## config.mk

```make
export PLATFORM = sky130hd
export DESIGN_NAME = translate_token_hash_unit
export DESIGN_NICKNAME = d
export VERILOG_FILES = /design/src/rtl/tth_pkg.sv /design/src/rtl/translate_token_hash_unit.sv /design/src/rtl/tth_front.sv /design/src/rtl/tth_queue.sv /design/src/rtl/tth_back.sv
export SDC_FILE = /design/constraint.sdc
export NUM_CORES = 2
export LEC_CHECK = 0
export BUFFER_PORTS_ARGS = -buffer_cell sky130_fd_sc_hd__buf_4
export CORE_MARGIN = 8
export CORE_UTILIZATION = 40
export CTS_CLUSTER_DIAMETER = 80
export DETAILED_ROUTE_END_ITERATION = 10
export PLACE_DENSITY = 0.61
export SYNTH_ARGS = -nofsm -noshare
export SYNTH_HDL_FRONTEND = slang
export SYNTH_SLANG_ARGS = --single-unit
```

## constraint.sdc

```tcl
create_clock -name clock -period 8.62 [get_ports clock]
set_input_delay 0.431 -clock clock [delete_from_list [all_inputs] [get_ports clock]]
set_output_delay 0.431 -clock clock [all_outputs]
set_load 0.1 [all_outputs]
```

## src/rtl/tth_pkg.sv

```systemverilog
// ---------------------------------------------------------------------------
// tth_pkg
// Types and constants shared by the token hash unit modules.
// ---------------------------------------------------------------------------
package tth_pkg;

   localparam int QUEUE_DEPTH = 4;

   // register indexes on the csr port
   localparam logic CSR_SEED_KEY = 1'b0;
   localparam logic CSR_MIX_KEY  = 1'b1;

   localparam int HASH_WIDTH  = 32;
   localparam int VALUE_WIDTH = 20;

   // v mod 1000000: 1000000 = 2^6 * 15625, so q = ((v >> 6) * RECIP) >> 40
   // is exact for every 32-bit v (26-bit operand, 27-bit reciprocal).
   localparam logic [19:0] MODULUS     = 20'd1000000;
   localparam int          POW2_SHIFT  = 6;
   localparam int          RECIP_SHIFT = 40;
   localparam logic [26:0] RECIP       = 27'd70368745;
   localparam int          QUOT_WIDTH  = 13;

   typedef struct packed {
      logic [7:0] text_byte;
      logic       byte_valid;
      logic       last_byte;
   } req_type;

   typedef struct packed {
      logic [VALUE_WIDTH-1:0] token_value;
      logic [HASH_WIDTH-1:0]  token_check;
   } rsp_type;

   // finished message hash waiting for the final mix and reduction
   typedef struct packed {
      logic [HASH_WIDTH-1:0] hash;
      logic [HASH_WIDTH-1:0] mix_key;
      logic [HASH_WIDTH-1:0] seed_key;
   } job_type;

   typedef struct packed {
      logic    push;
      job_type job;
   } push_type;

   typedef struct packed {
      logic    avail;
      job_type job;
   } head_type;

   function automatic logic [HASH_WIDTH-1:0] byte_round(
      input logic [HASH_WIDTH-1:0] h,
      input logic [7:0]            b
   );
      logic [HASH_WIDTH-1:0] a;
      logic [HASH_WIDTH-1:0] m;
      a = h + {{(HASH_WIDTH-8){1'b0}}, b};
      m = a + (a << 10);
      return m ^ (m >> 6);
   endfunction

endpackage

```

## src/rtl/translate_token_hash_unit.sv

```systemverilog
// ---------------------------------------------------------------------------
// translate_token_hash_unit
// Running 32-bit byte hash with keyed final mix and modulo 1000000 token.
// ---------------------------------------------------------------------------
// Takes one message byte per clock while req_stall is low. The front folds each
// byte into the running hash register; an item flagged last_byte puts the finished
// hash into a short queue (QUEUE_DEPTH entries) and the front is free for the next
// message straight away. The back drains the queue at one message per cycle while
// rsp_stall does not hold the output register, through four stages (two mix stages,
// reciprocal multiply, remainder and check into the output register). req_stall
// rises only when the queue is full, i.e. when QUEUE_DEPTH tokens back up behind
// rsp_stall. Keys are written through the csr port, index 0 seed_key, index 1
// mix_key, and are always ready.
module translate_token_hash_unit #(
   parameter int QUEUE_DEPTH = tth_pkg::QUEUE_DEPTH
) (
   input  logic             clock,
   input  logic             reset,
   input  logic             req_valid,
   output logic             req_stall,
   input  tth_pkg::req_type req_data,
   output logic             rsp_valid,
   input  logic             rsp_stall,
   output tth_pkg::rsp_type rsp_data,
   input  logic             csr_valid,
   output logic             csr_ready,
   input  logic             csr_index,
   input  logic [31:0]      csr_data
);

   tth_pkg::push_type push;
   tth_pkg::head_type head;
   logic              queue_full;
   logic              pop;

   assign csr_ready = 1'b1;
   assign req_stall = queue_full;

   tth_front u_front (
      .clock      (clock),
      .reset      (reset),
      .req_valid  (req_valid),
      .req_data   (req_data),
      .queue_full (queue_full),
      .csr_write  (csr_valid && csr_ready),
      .csr_index  (csr_index),
      .csr_data   (csr_data),
      .push_out   (push)
   );

   tth_queue #(
      .DEPTH (QUEUE_DEPTH)
   ) u_queue (
      .clock    (clock),
      .reset    (reset),
      .push_in  (push),
      .pop      (pop),
      .full     (queue_full),
      .head_out (head)
   );

   tth_back u_back (
      .clock     (clock),
      .reset     (reset),
      .head_in   (head),
      .pop       (pop),
      .rsp_valid (rsp_valid),
      .rsp_stall (rsp_stall),
      .rsp_data  (rsp_data)
   );

endmodule

```

## src/rtl/tth_front.sv

```systemverilog
// ---------------------------------------------------------------------------
// tth_front
// Key registers and per-byte running hash; hands finished messages on.
// ---------------------------------------------------------------------------
module tth_front (
   input  logic              clock,
   input  logic              reset,
   input  logic              req_valid,
   input  tth_pkg::req_type  req_data,
   input  logic              queue_full,
   input  logic              csr_write,
   input  logic              csr_index,
   input  logic [31:0]       csr_data,
   output tth_pkg::push_type push_out
);

   logic [31:0] seed_key_ff, seed_key_in;
   logic [31:0] mix_key_ff, mix_key_in;
   logic [31:0] hash_ff, hash_in;
   logic        in_message_ff, in_message_in;
   logic        accept;
   logic [31:0] base;
   logic [31:0] next_hash;

   assign accept = req_valid && !queue_full;

   always_comb begin
      seed_key_in = seed_key_ff;
      mix_key_in  = mix_key_ff;
      if (csr_write) begin
         case (csr_index)
            tth_pkg::CSR_SEED_KEY: seed_key_in = csr_data;
            tth_pkg::CSR_MIX_KEY:  mix_key_in  = csr_data;
            default: ;
         endcase
      end
   end

   always_comb begin
      // first item of a message starts from the seed
      base      = in_message_ff ? hash_ff : seed_key_ff;
      next_hash = req_data.byte_valid ? tth_pkg::byte_round(base, req_data.text_byte) : base;

      hash_in       = hash_ff;
      in_message_in = in_message_ff;
      if (accept) begin
         hash_in       = next_hash;
         in_message_in = !req_data.last_byte;
      end

      push_out.push          = accept && req_data.last_byte;
      push_out.job.hash      = next_hash;
      push_out.job.mix_key   = mix_key_ff;
      push_out.job.seed_key  = seed_key_ff;
   end

   always_ff @(posedge clock) begin
      if (reset) begin
         seed_key_ff   <= '0;
         mix_key_ff    <= '0;
         hash_ff       <= '0;
         in_message_ff <= 1'b0;
      end else begin
         seed_key_ff   <= seed_key_in;
         mix_key_ff    <= mix_key_in;
         hash_ff       <= hash_in;
         in_message_ff <= in_message_in;
      end
   end

endmodule

```

## src/rtl/tth_queue.sv

```systemverilog
// ---------------------------------------------------------------------------
// tth_queue
// Short queue of finished message hashes between front and back.
// ---------------------------------------------------------------------------
module tth_queue #(
   parameter int DEPTH = tth_pkg::QUEUE_DEPTH
) (
   input  logic              clock,
   input  logic              reset,
   input  tth_pkg::push_type push_in,
   input  logic              pop,
   output logic              full,
   output tth_pkg::head_type head_out
);

   localparam int PTR_W = (DEPTH > 1) ? $clog2(DEPTH) : 1;
   localparam int CNT_W = $clog2(DEPTH + 1);
   localparam logic [PTR_W-1:0] LAST_PTR = PTR_W'(DEPTH - 1);

   tth_pkg::job_type entry_ff [DEPTH];
   logic [PTR_W-1:0] wr_ptr_ff, wr_ptr_in;
   logic [PTR_W-1:0] rd_ptr_ff, rd_ptr_in;
   logic [CNT_W-1:0] count_ff, count_in;
   logic             do_push;
   logic             do_pop;

   assign full           = (count_ff == CNT_W'(DEPTH));
   assign head_out.avail = (count_ff != '0);
   assign head_out.job   = entry_ff[rd_ptr_ff];
   assign do_push        = push_in.push && !full;
   assign do_pop         = pop && head_out.avail;

   always_comb begin
      wr_ptr_in = wr_ptr_ff;
      rd_ptr_in = rd_ptr_ff;
      count_in  = count_ff;
      if (do_push) begin
         wr_ptr_in = (wr_ptr_ff == LAST_PTR) ? '0 : wr_ptr_ff + 1'b1;
      end
      if (do_pop) begin
         rd_ptr_in = (rd_ptr_ff == LAST_PTR) ? '0 : rd_ptr_ff + 1'b1;
      end
      case ({do_push, do_pop})
         2'b10:   count_in = count_ff + 1'b1;
         2'b01:   count_in = count_ff - 1'b1;
         default: count_in = count_ff;
      endcase
   end

   always_ff @(posedge clock) begin
      if (do_push) begin
         entry_ff[wr_ptr_ff] <= push_in.job;
      end
   end

   always_ff @(posedge clock) begin
      if (reset) begin
         wr_ptr_ff <= '0;
         rd_ptr_ff <= '0;
         count_ff  <= '0;
      end else begin
         wr_ptr_ff <= wr_ptr_in;
         rd_ptr_ff <= rd_ptr_in;
         count_ff  <= count_in;
      end
   end

endmodule

```

## src/rtl/tth_back.sv

```systemverilog
// ---------------------------------------------------------------------------
// tth_back
// Final mix, key XOR and modulo reduction, four pipeline stages.
// ---------------------------------------------------------------------------
module tth_back (
   input  logic              clock,
   input  logic              reset,
   input  tth_pkg::head_type head_in,
   output logic              pop,
   output logic              rsp_valid,
   input  logic              rsp_stall,
   output tth_pkg::rsp_type  rsp_data
);

   localparam int PROD_W = 26 + 27;

   logic        pipe_en;

   logic        s1_valid_ff;
   logic [31:0] s1_hash_ff, s1_hash_in;
   logic [31:0] s1_mix_ff;
   logic [31:0] s1_seed_ff;

   logic        s2_valid_ff;
   logic [31:0] s2_value_ff, s2_value_in;
   logic [31:0] s2_seed_ff;

   logic        s3_valid_ff;
   logic [tth_pkg::QUOT_WIDTH-1:0] s3_quot_ff, s3_quot_in;
   logic [31:0] s3_value_ff;
   logic [31:0] s3_seed_ff;

   logic             out_valid_ff;
   tth_pkg::rsp_type out_data_ff, out_data_in;

   logic [31:0]       mix_a;
   logic [31:0]       mix_c;
   logic [PROD_W-1:0] recip_prod;
   logic [32:0]       back_prod;
   logic [31:0]       remainder;

   // whole pipe moves together whenever the output register can take an item
   assign pipe_en   = !out_valid_ff || !rsp_stall;
   assign pop       = pipe_en && head_in.avail;
   assign rsp_valid = out_valid_ff;
   assign rsp_data  = out_data_ff;

   always_comb begin
      mix_a       = head_in.job.hash + (head_in.job.hash << 3);
      s1_hash_in  = mix_a ^ (mix_a >> 11);

      mix_c       = s1_hash_ff + (s1_hash_ff << 15);
      s2_value_in = mix_c ^ s1_mix_ff;

      recip_prod  = PROD_W'(s2_value_ff[31:tth_pkg::POW2_SHIFT]) * PROD_W'(tth_pkg::RECIP);
      s3_quot_in  = recip_prod[tth_pkg::RECIP_SHIFT +: tth_pkg::QUOT_WIDTH];

      back_prod   = 33'(s3_quot_ff) * 33'(tth_pkg::MODULUS);
      remainder   = s3_value_ff - back_prod[31:0];
      out_data_in.token_value = remainder[tth_pkg::VALUE_WIDTH-1:0];
      out_data_in.token_check = {{(32-tth_pkg::VALUE_WIDTH){1'b0}},
                                 remainder[tth_pkg::VALUE_WIDTH-1:0]} ^ s3_seed_ff;
   end

   always_ff @(posedge clock) begin
      if (pipe_en) begin
         s1_hash_ff  <= s1_hash_in;
         s1_mix_ff   <= head_in.job.mix_key;
         s1_seed_ff  <= head_in.job.seed_key;
         s2_value_ff <= s2_value_in;
         s2_seed_ff  <= s1_seed_ff;
         s3_quot_ff  <= s3_quot_in;
         s3_value_ff <= s2_value_ff;
         s3_seed_ff  <= s2_seed_ff;
         out_data_ff <= out_data_in;
      end
   end

   always_ff @(posedge clock) begin
      if (reset) begin
         s1_valid_ff  <= 1'b0;
         s2_valid_ff  <= 1'b0;
         s3_valid_ff  <= 1'b0;
         out_valid_ff <= 1'b0;
      end else if (pipe_en) begin
         s1_valid_ff  <= head_in.avail;
         s2_valid_ff  <= s1_valid_ff;
         s3_valid_ff  <= s2_valid_ff;
         out_valid_ff <= s3_valid_ff;
      end
   end

endmodule

```

**Yosys cells after proc, flatten, opt, wreduce, memory -nomap -nowiden**

Memories as Yosys holds them, arrays and structs flattened. A register that Yosys moved wholly into a read port is not among the register bits.
Cells that the tools add are included.
Widths: inputs -> output; s select.

- Memory bits (writable): 384
- Input bits: 48
- Output and inout bits: 55
- Word-level logic and storage cells: 66
- Memories: 1
- Register bits: 385

Memory list:

| memory | words | width | rd ports | clocked after memory_dff | write ports | RTL line | source |
|---|---|---|---|---|---|---|---|
| u_queue.entry_ff | 4 | 96 | 1 | 1 | 1 | tth_queue.sv:20 | `tth_pkg::job_type entry_ff [DEPTH];` |

- Bitwise gates (word level): 5
- Multiply operators: 2
- Add/subtract/negate cells: 9
- Mux-type cells: 9
- Equal/unequal tests: 5
- Reduce and logical (&&, ||, !) cells: 14

Operators by type and width:

| kind | number |
|---|---|
| $add 32x32->32 | 3 |
| $mux 32 | 2 |
| $mul 26x27->53 const B | 1 |
| $add 32x8->32 | 1 |
| $xor 20x32->32 | 1 |
| $xor 32x21->32 | 1 |
| $xor 32x26->32 | 1 |
| $xor 32x32->32 | 1 |
| $sub 20x20->20 | 1 |
| $mul 13x14->14 const B | 1 |
| $mux 2 | 4 |
| $eq 2x2->1 const B | 3 |
| $pmux 3 s2 | 1 |
| $logic_and 1x1->1 | 5 |
| $add 2x1->2 const B | 2 |
| $logic_not 1->1 | 4 |
| $reduce_and 2->1 | 2 |
| $add 3x1->3 const B | 1 |
| $eq 3x3->1 const B | 1 |
| $reduce_bool 3->1 | 1 |
| $sub 3x1->3 const B | 1 |
| $eq 2x1->1 const B | 1 |
| $mux 1 | 2 |
| $reduce_bool 2->1 | 1 |
| 2 further kinds | 2 |

**Logic depth before layout (Yosys ltp)**

- Word-level depth: 7
- Depth in mapped cells: 27

**Modules after synthesis**

A second synthesis with hierarchy kept.

- Cells, all modules: 3,263
- Area total of the unflattened synthesis: 44,142.3 um^2

By module, submodules not included:

| module | area an instance (um^2) | seq. area each (um^2) | cells each | times used |
|---|---|---|---|---|
| tth_back | 22,918.2 | 8,398.1 | 1,841 | 1 |
| tth_queue | 14,353.8 | 11,711.2 | 556 | 1 |
| tth_front | 6,859.1 | 1,941.9 | 864 | 1 |
| translate_token_hash_unit | 11.3 | 0.0 | 2 | 1 |

**Worst setup path after synthesis**

Ideal clock, no wire load.

- Path kind: register to register
- Start: reg u_back.out_valid_ff, in the netlist u_back.rsp_valid
- End: reg u_queue.count_ff[2]
- Stages on the path, launching flop included: 9
- Library setup time: 70 ps
- Arrival: 8,629 ps
- Slack: -79 ps
- Cell sequence: dfxtp_1 -> nand2_1 -> o31a_1 -> ha_1 -> inv_1 -> fa_1 -> xor2_1 -> or3_1 -> a21oi_1

- Cells in the longest elaborated chain, start to end: 6

Ends and longest elaborated chain:

| item | RTL line | source |
|---|---|---|
| start, declared | tth_back.sv:33 | `logic out_valid_ff;` |
| start signal, assigned | tth_back.sv:89 | `out_valid_ff <= s3_valid_ff;` |
| $logic_not 1->1 * | tth_back.sv:43 | `assign pipe_en = !out_valid_ff \|\| !rsp_stall;` |
| $logic_or 1x1->1 * | tth_back.sv:43 |  |
| $logic_and 1x1->1 * | tth_back.sv:44 | `assign pop = pipe_en && head_in.avail;` |
| $logic_and 1x1->1 * | tth_queue.sv:31 | `assign do_pop = pop && head_out.avail;` |
| via u_queue.do_pop | tth_queue.sv:25 | `logic do_pop;` |
| $eq 2x1->1 or $eq 2x2->1 (tied branches) | tth_queue.sv:43 | `case ({do_push, do_pop})` |
| $pmux 3 s2 or $reduce_bool 2->1 (tied branches) | n/a |  |
| end signal, assigned | tth_queue.sv:64 | `count_ff <= count_in;` |
| end, declared | tth_queue.sv:23 | `logic [CNT_W-1:0] count_ff, count_in;` |

The timed path passes the listed nets; every way through them passes the cells marked *.
A chain may end at the register's enable or synchronous reset.

**Worst setup path after layout**

- Start: reg u_back.s2_value_ff[19]
- End: reg u_back.s3_quot_ff[12] in the netlist's numbering (data pin)

- Cells in the longest elaborated chain, start to end: 1

Ends and longest elaborated chain:

| item | RTL line | source |
|---|---|---|
| start, declared | tth_back.sv:25 | `logic [31:0] s2_value_ff, s2_value_in;` |
| start signal, assigned | tth_back.sv:70 | `s2_value_ff <= s2_value_in;` |
| $mul 26x27->53 | tth_back.sv:55 | `recip_prod = PROD_W'(s2_value_ff[31:tth_pkg::POW2_SHIFT]) * PROD_W'(tth_pkg::RECIP);` |
| via u_back.recip_prod[52] | tth_back.sv:38 | `logic [PROD_W-1:0] recip_prod;` |
| end signal, assigned | tth_back.sv:72 | `s3_quot_ff <= s3_quot_in;` |
| end, declared | tth_back.sv:29 | `logic [tth_pkg::QUOT_WIDTH-1:0] s3_quot_ff, s3_quot_in;` |

The timed path passes the listed nets, and every way through them passes these cells.

==> summary.md <==
| Metric | Value |
|---|---|
| Main synth FF type | edfxtp_1 |
| Clk buf depth | 3 |
| Worst EP required | 8.96 ns |
| Synth top area cells | edfxtp_1, fa_1, ha_1 |
| Detail Route Antenna Nets | 0 |
| Rows | 121 |
| Vias in the first global route | 25.6k |
| Max-cap viol count | 0 |
| Die W | 347 um |
| Via count | 24.9k |
| Total clock buffers created by CTS | 81 |
| Total wire length | 101000 um |
| Hold Crit Class | in -> reg |
| Most common cell in the synthesized netlist | edfxtp_1 |
| RSZ-0062 raised after global routing | false |
| Fin nets | 4102 |
| Cell taking the most area after synthesis | edfxtp_1 |
| Via/cell ratio | 5.08 |
| DRC | 0 |
| GR Overflow Total | 0 |
| Period utilization | 0.833 |
| Post-DP HPWL | 76600 um |
| Final TNS setup | 0 ns |
| Nature of the critical path startpoint | flip-flop |
| Top cells by count, synth | edfxtp_1, inv_1, ha_1 |
| Drt wl/cell | slightly above 20 um |
| Avg Inst Size Synth | approximately 13 sq um |
| Initial antenna violation count | 4 |
| Gr busiest metal | met2 |
| Layout cell share with drive strength beyond 1 | 0.111 |
| Critical Path Sink Type | flip-flop |
| Asr flop ratio synth | 0 |
| Slew headroom | 0.328 |
| Final hold viol count | 0 |
| Core footprint | 109000 sq um |
| Crit-path cells | fa_1, inv_1, fa_1, inv_1, fa_1, inv_1, fa_1, inv_1, fa_1, fa_1, inv_1, fa_1, inv_1, ha_1, a41oi_1, o21ai_1, nand2_1, nor4_1, a211oi_1, nor4_1, a31oi_1, a311oi_1, xor2_1 |
| Met1 Usage GRT | 0.219 |
| Diode count | 0 |
| CTS H-tree lvls | 3 |
| Final Max Slew Viols | 0 |
| Initial Util | 0.403 |
| Setup violations, final | 0 |
| Largest net degree at the start of global routing | 177 |
| Cell count after synthesis | ~3.3k |
| Synth Net Count | 3960 |
| Status | completed |
| Mapped cell area | 43800 sq um |
| Synth top area share | 0.453 |
| CP peak stage delay | 0.70 ns |
| Crit path arrival time | 7.52 ns |
| Top Ports | 103 |
| PortBufs | 101 |
| Drt pass-1 iters | 5 |
| Fillers | around 9.7k |
| GRT met2 Usage | 0.282 |
| DIE AREA | 120000 sq um |
| Clock transition at path regs | 0.06 ns |
| Die Height | 347 um |
| Post-layout min period | 7.18 ns |
| Worst-Margin Slew | slightly below 1 ns |
| Routing usage on met3 | 0.0234 |
| Final setup skew | 0.0701 ns |
| Worst skew pair latency | approximately 0.66 ns |
| Total Routing Usage GR | 0.166 |
| Clk sinks | a little under 800 |
| Crit-path max FO | 8 |
| Synth Register Bits | 771 |
| CTS tree | done |
| Layout Area Growth over Synthesis | 11.9% |
| CTS root buffer | clkbuf_16 |
| Ys Warns | 0 |
| Global-route wire length before repair | around 150000 um |
| Crit Path Class | reg -> reg |
| Critical Path Slowest Stage Cell | edfxtp_1 |
| Most used cell, CP | fa_1 |
| Maximum clock frequency | 0.139 GHz |
| Yosys cell types | 82 |
| Gpl congestion | 0.924 |
| Register area share after synthesis | 0.503 |
| First DRT Iteration DRCs | 1763 |
| Number of synthesized flops with an enable pin | 661 |
==> state kept, by name, indices dropped and copies added, names as in the netlist, 13 cells and up, named ones only <==
signal               count
u_back.rsp_data         52
u_back.s1_hash_ff       32
u_back.s1_mix_ff        32
u_back.s1_seed_ff       32
u_back.s2_seed_ff       32
u_back.s2_value_ff      32
u_back.s3_quot_ff       13
u_back.s3_seed_ff       32
u_back.s3_value_ff      20
u_front.hash_ff         32
u_front.mix_key_ff      32
u_front.seed_key_ff     32
u_queue.entry_ff       384
==> cell type report <==
type	instances	area, sq um	share of cell area
Tap cell	1414	1770	0.0361
Timing Repair Buffer	133	1040	0.0213
Clock inverter	52	510	0.0104
Sequential cell	771	22100	0.450
Inverter	448	1680	0.0343
Multi-Input combinational cell	1988	19800	0.404
Clock buffer	99	2160	0.0440
==> metrics by stage <==
| stage | utilization | cell area (sq um) | worst slack [ns] | std cells | hold WS [ns] |
|---|---|---|---|---|---|
| 2_1_floorplan | - | 43800 | 2.13 | 3281 | 0.400 |
| 3_3_place_gp | 0.425 | 46200 | 1.54 | 4741 | 0.401 |
| 6_report | 0.451 | 49000 | 1.44 | 4905 | 0.0558 |
| 5_1_grt | 0.451 | 49000 | 1.02 | 4905 | 0.0330 |
| 3_5_place_dp | 0.425 | 46200 | 1.43 | 4741 | 0.405 |
| 4_1_cts | 0.451 | 49000 | 1.36 | 4905 | 0.00358 |
==> timing repair <==
item / CTS / global route
endpoints found under the setup margin: 0 / 0
endpoints found under the hold margin: 16 / 0
hold buffers: 13 / 0
setup buffers: 0 / 0
gates resized for setup: 0 / 0
==> logic make-up (layout without fill, tap and decap cells) <==
kind of cell | Yosys count | after routing | synth area share
compound gates | 430 | 430 | 0.0618
xor+xnor | 231 | 231 | 0.0484
fa+ha+maj | 631 | 631 | 0.223
buf+inv | 522 | 732 | 0.0452
flops | 771 | 771 | 0.503
mux | 138 | 138 | 0.0594
other cells | 1 | 1 | 0.0000856
simple gates | 557 | 557 | 0.0584
==> per-layer routing <==
| layer | share of wire | routed length (um) |
|---|---|---|
| met5 | 0.00013 | 13 |
| met2 | 0.49 | 49300 |
| met1 | 0.44 | 44800 |
| met3 | 0.040 | 4000 |
| met4 | 0.029 | 2920 |
==> worst max-delay path, delay by kind of cell, from the launching register on <==
kind | cells | cell delay [ns]
compound gates | 5 | 0.85
xor+xnor | 1 | 0.11
fa+ha+maj | 8 | 3.88
buf+inv | 6 | 0.36
flops | 1 | 0.70
simple gates | 3 | 0.94
==> cells in the final DEF, fill, tap and decap left out, types with 14 or more instances in the layout <==
master and count:
edfxtp_1 661, inv_1 447, ha_1 380, fa_1 251, nand2_1 243, a21oi_1 187, xnor2_1 133, buf_4 119
dfxtp_1 107, nor2_1 101, mux4_2 96, xor2_1 91, clkbuf_16 82, o21ai_0 46, a21o_1 44, nor3_1 43
nand3_1 41, mux2i_1 28, nand2b_1 20, clkinv_2 20, o21bai_1 18, nor2b_1 17, a211oi_1 16, and2_1 14
o21ai_1 14
==> final timing paths <==
kind	start	end	slack, ns	cells past startpoint
worst max-delay path	u_back.s2_value_ff[19]$_DFFE_PN_	u_back.s3_quot_ff[12]$_DFFE_PN_	1.44	23
worst min-delay path	csr_data[21]	u_front.seed_key_ff[21]$_SDFFE_PP0P_	0.06	3
worst max register to register	u_back.s2_value_ff[19]$_DFFE_PN_	u_back.s3_quot_ff[12]$_DFFE_PN_	1.44	23
worst min register to register	u_back.s2_seed_ff[23]$_DFFE_PN_	u_back.s3_seed_ff[23]$_DFFE_PN_	0.41	0
Power is left out: the tool's default activity adds up to more than one toggle a clock period on the data nets, which glitch-free logic cannot reach.
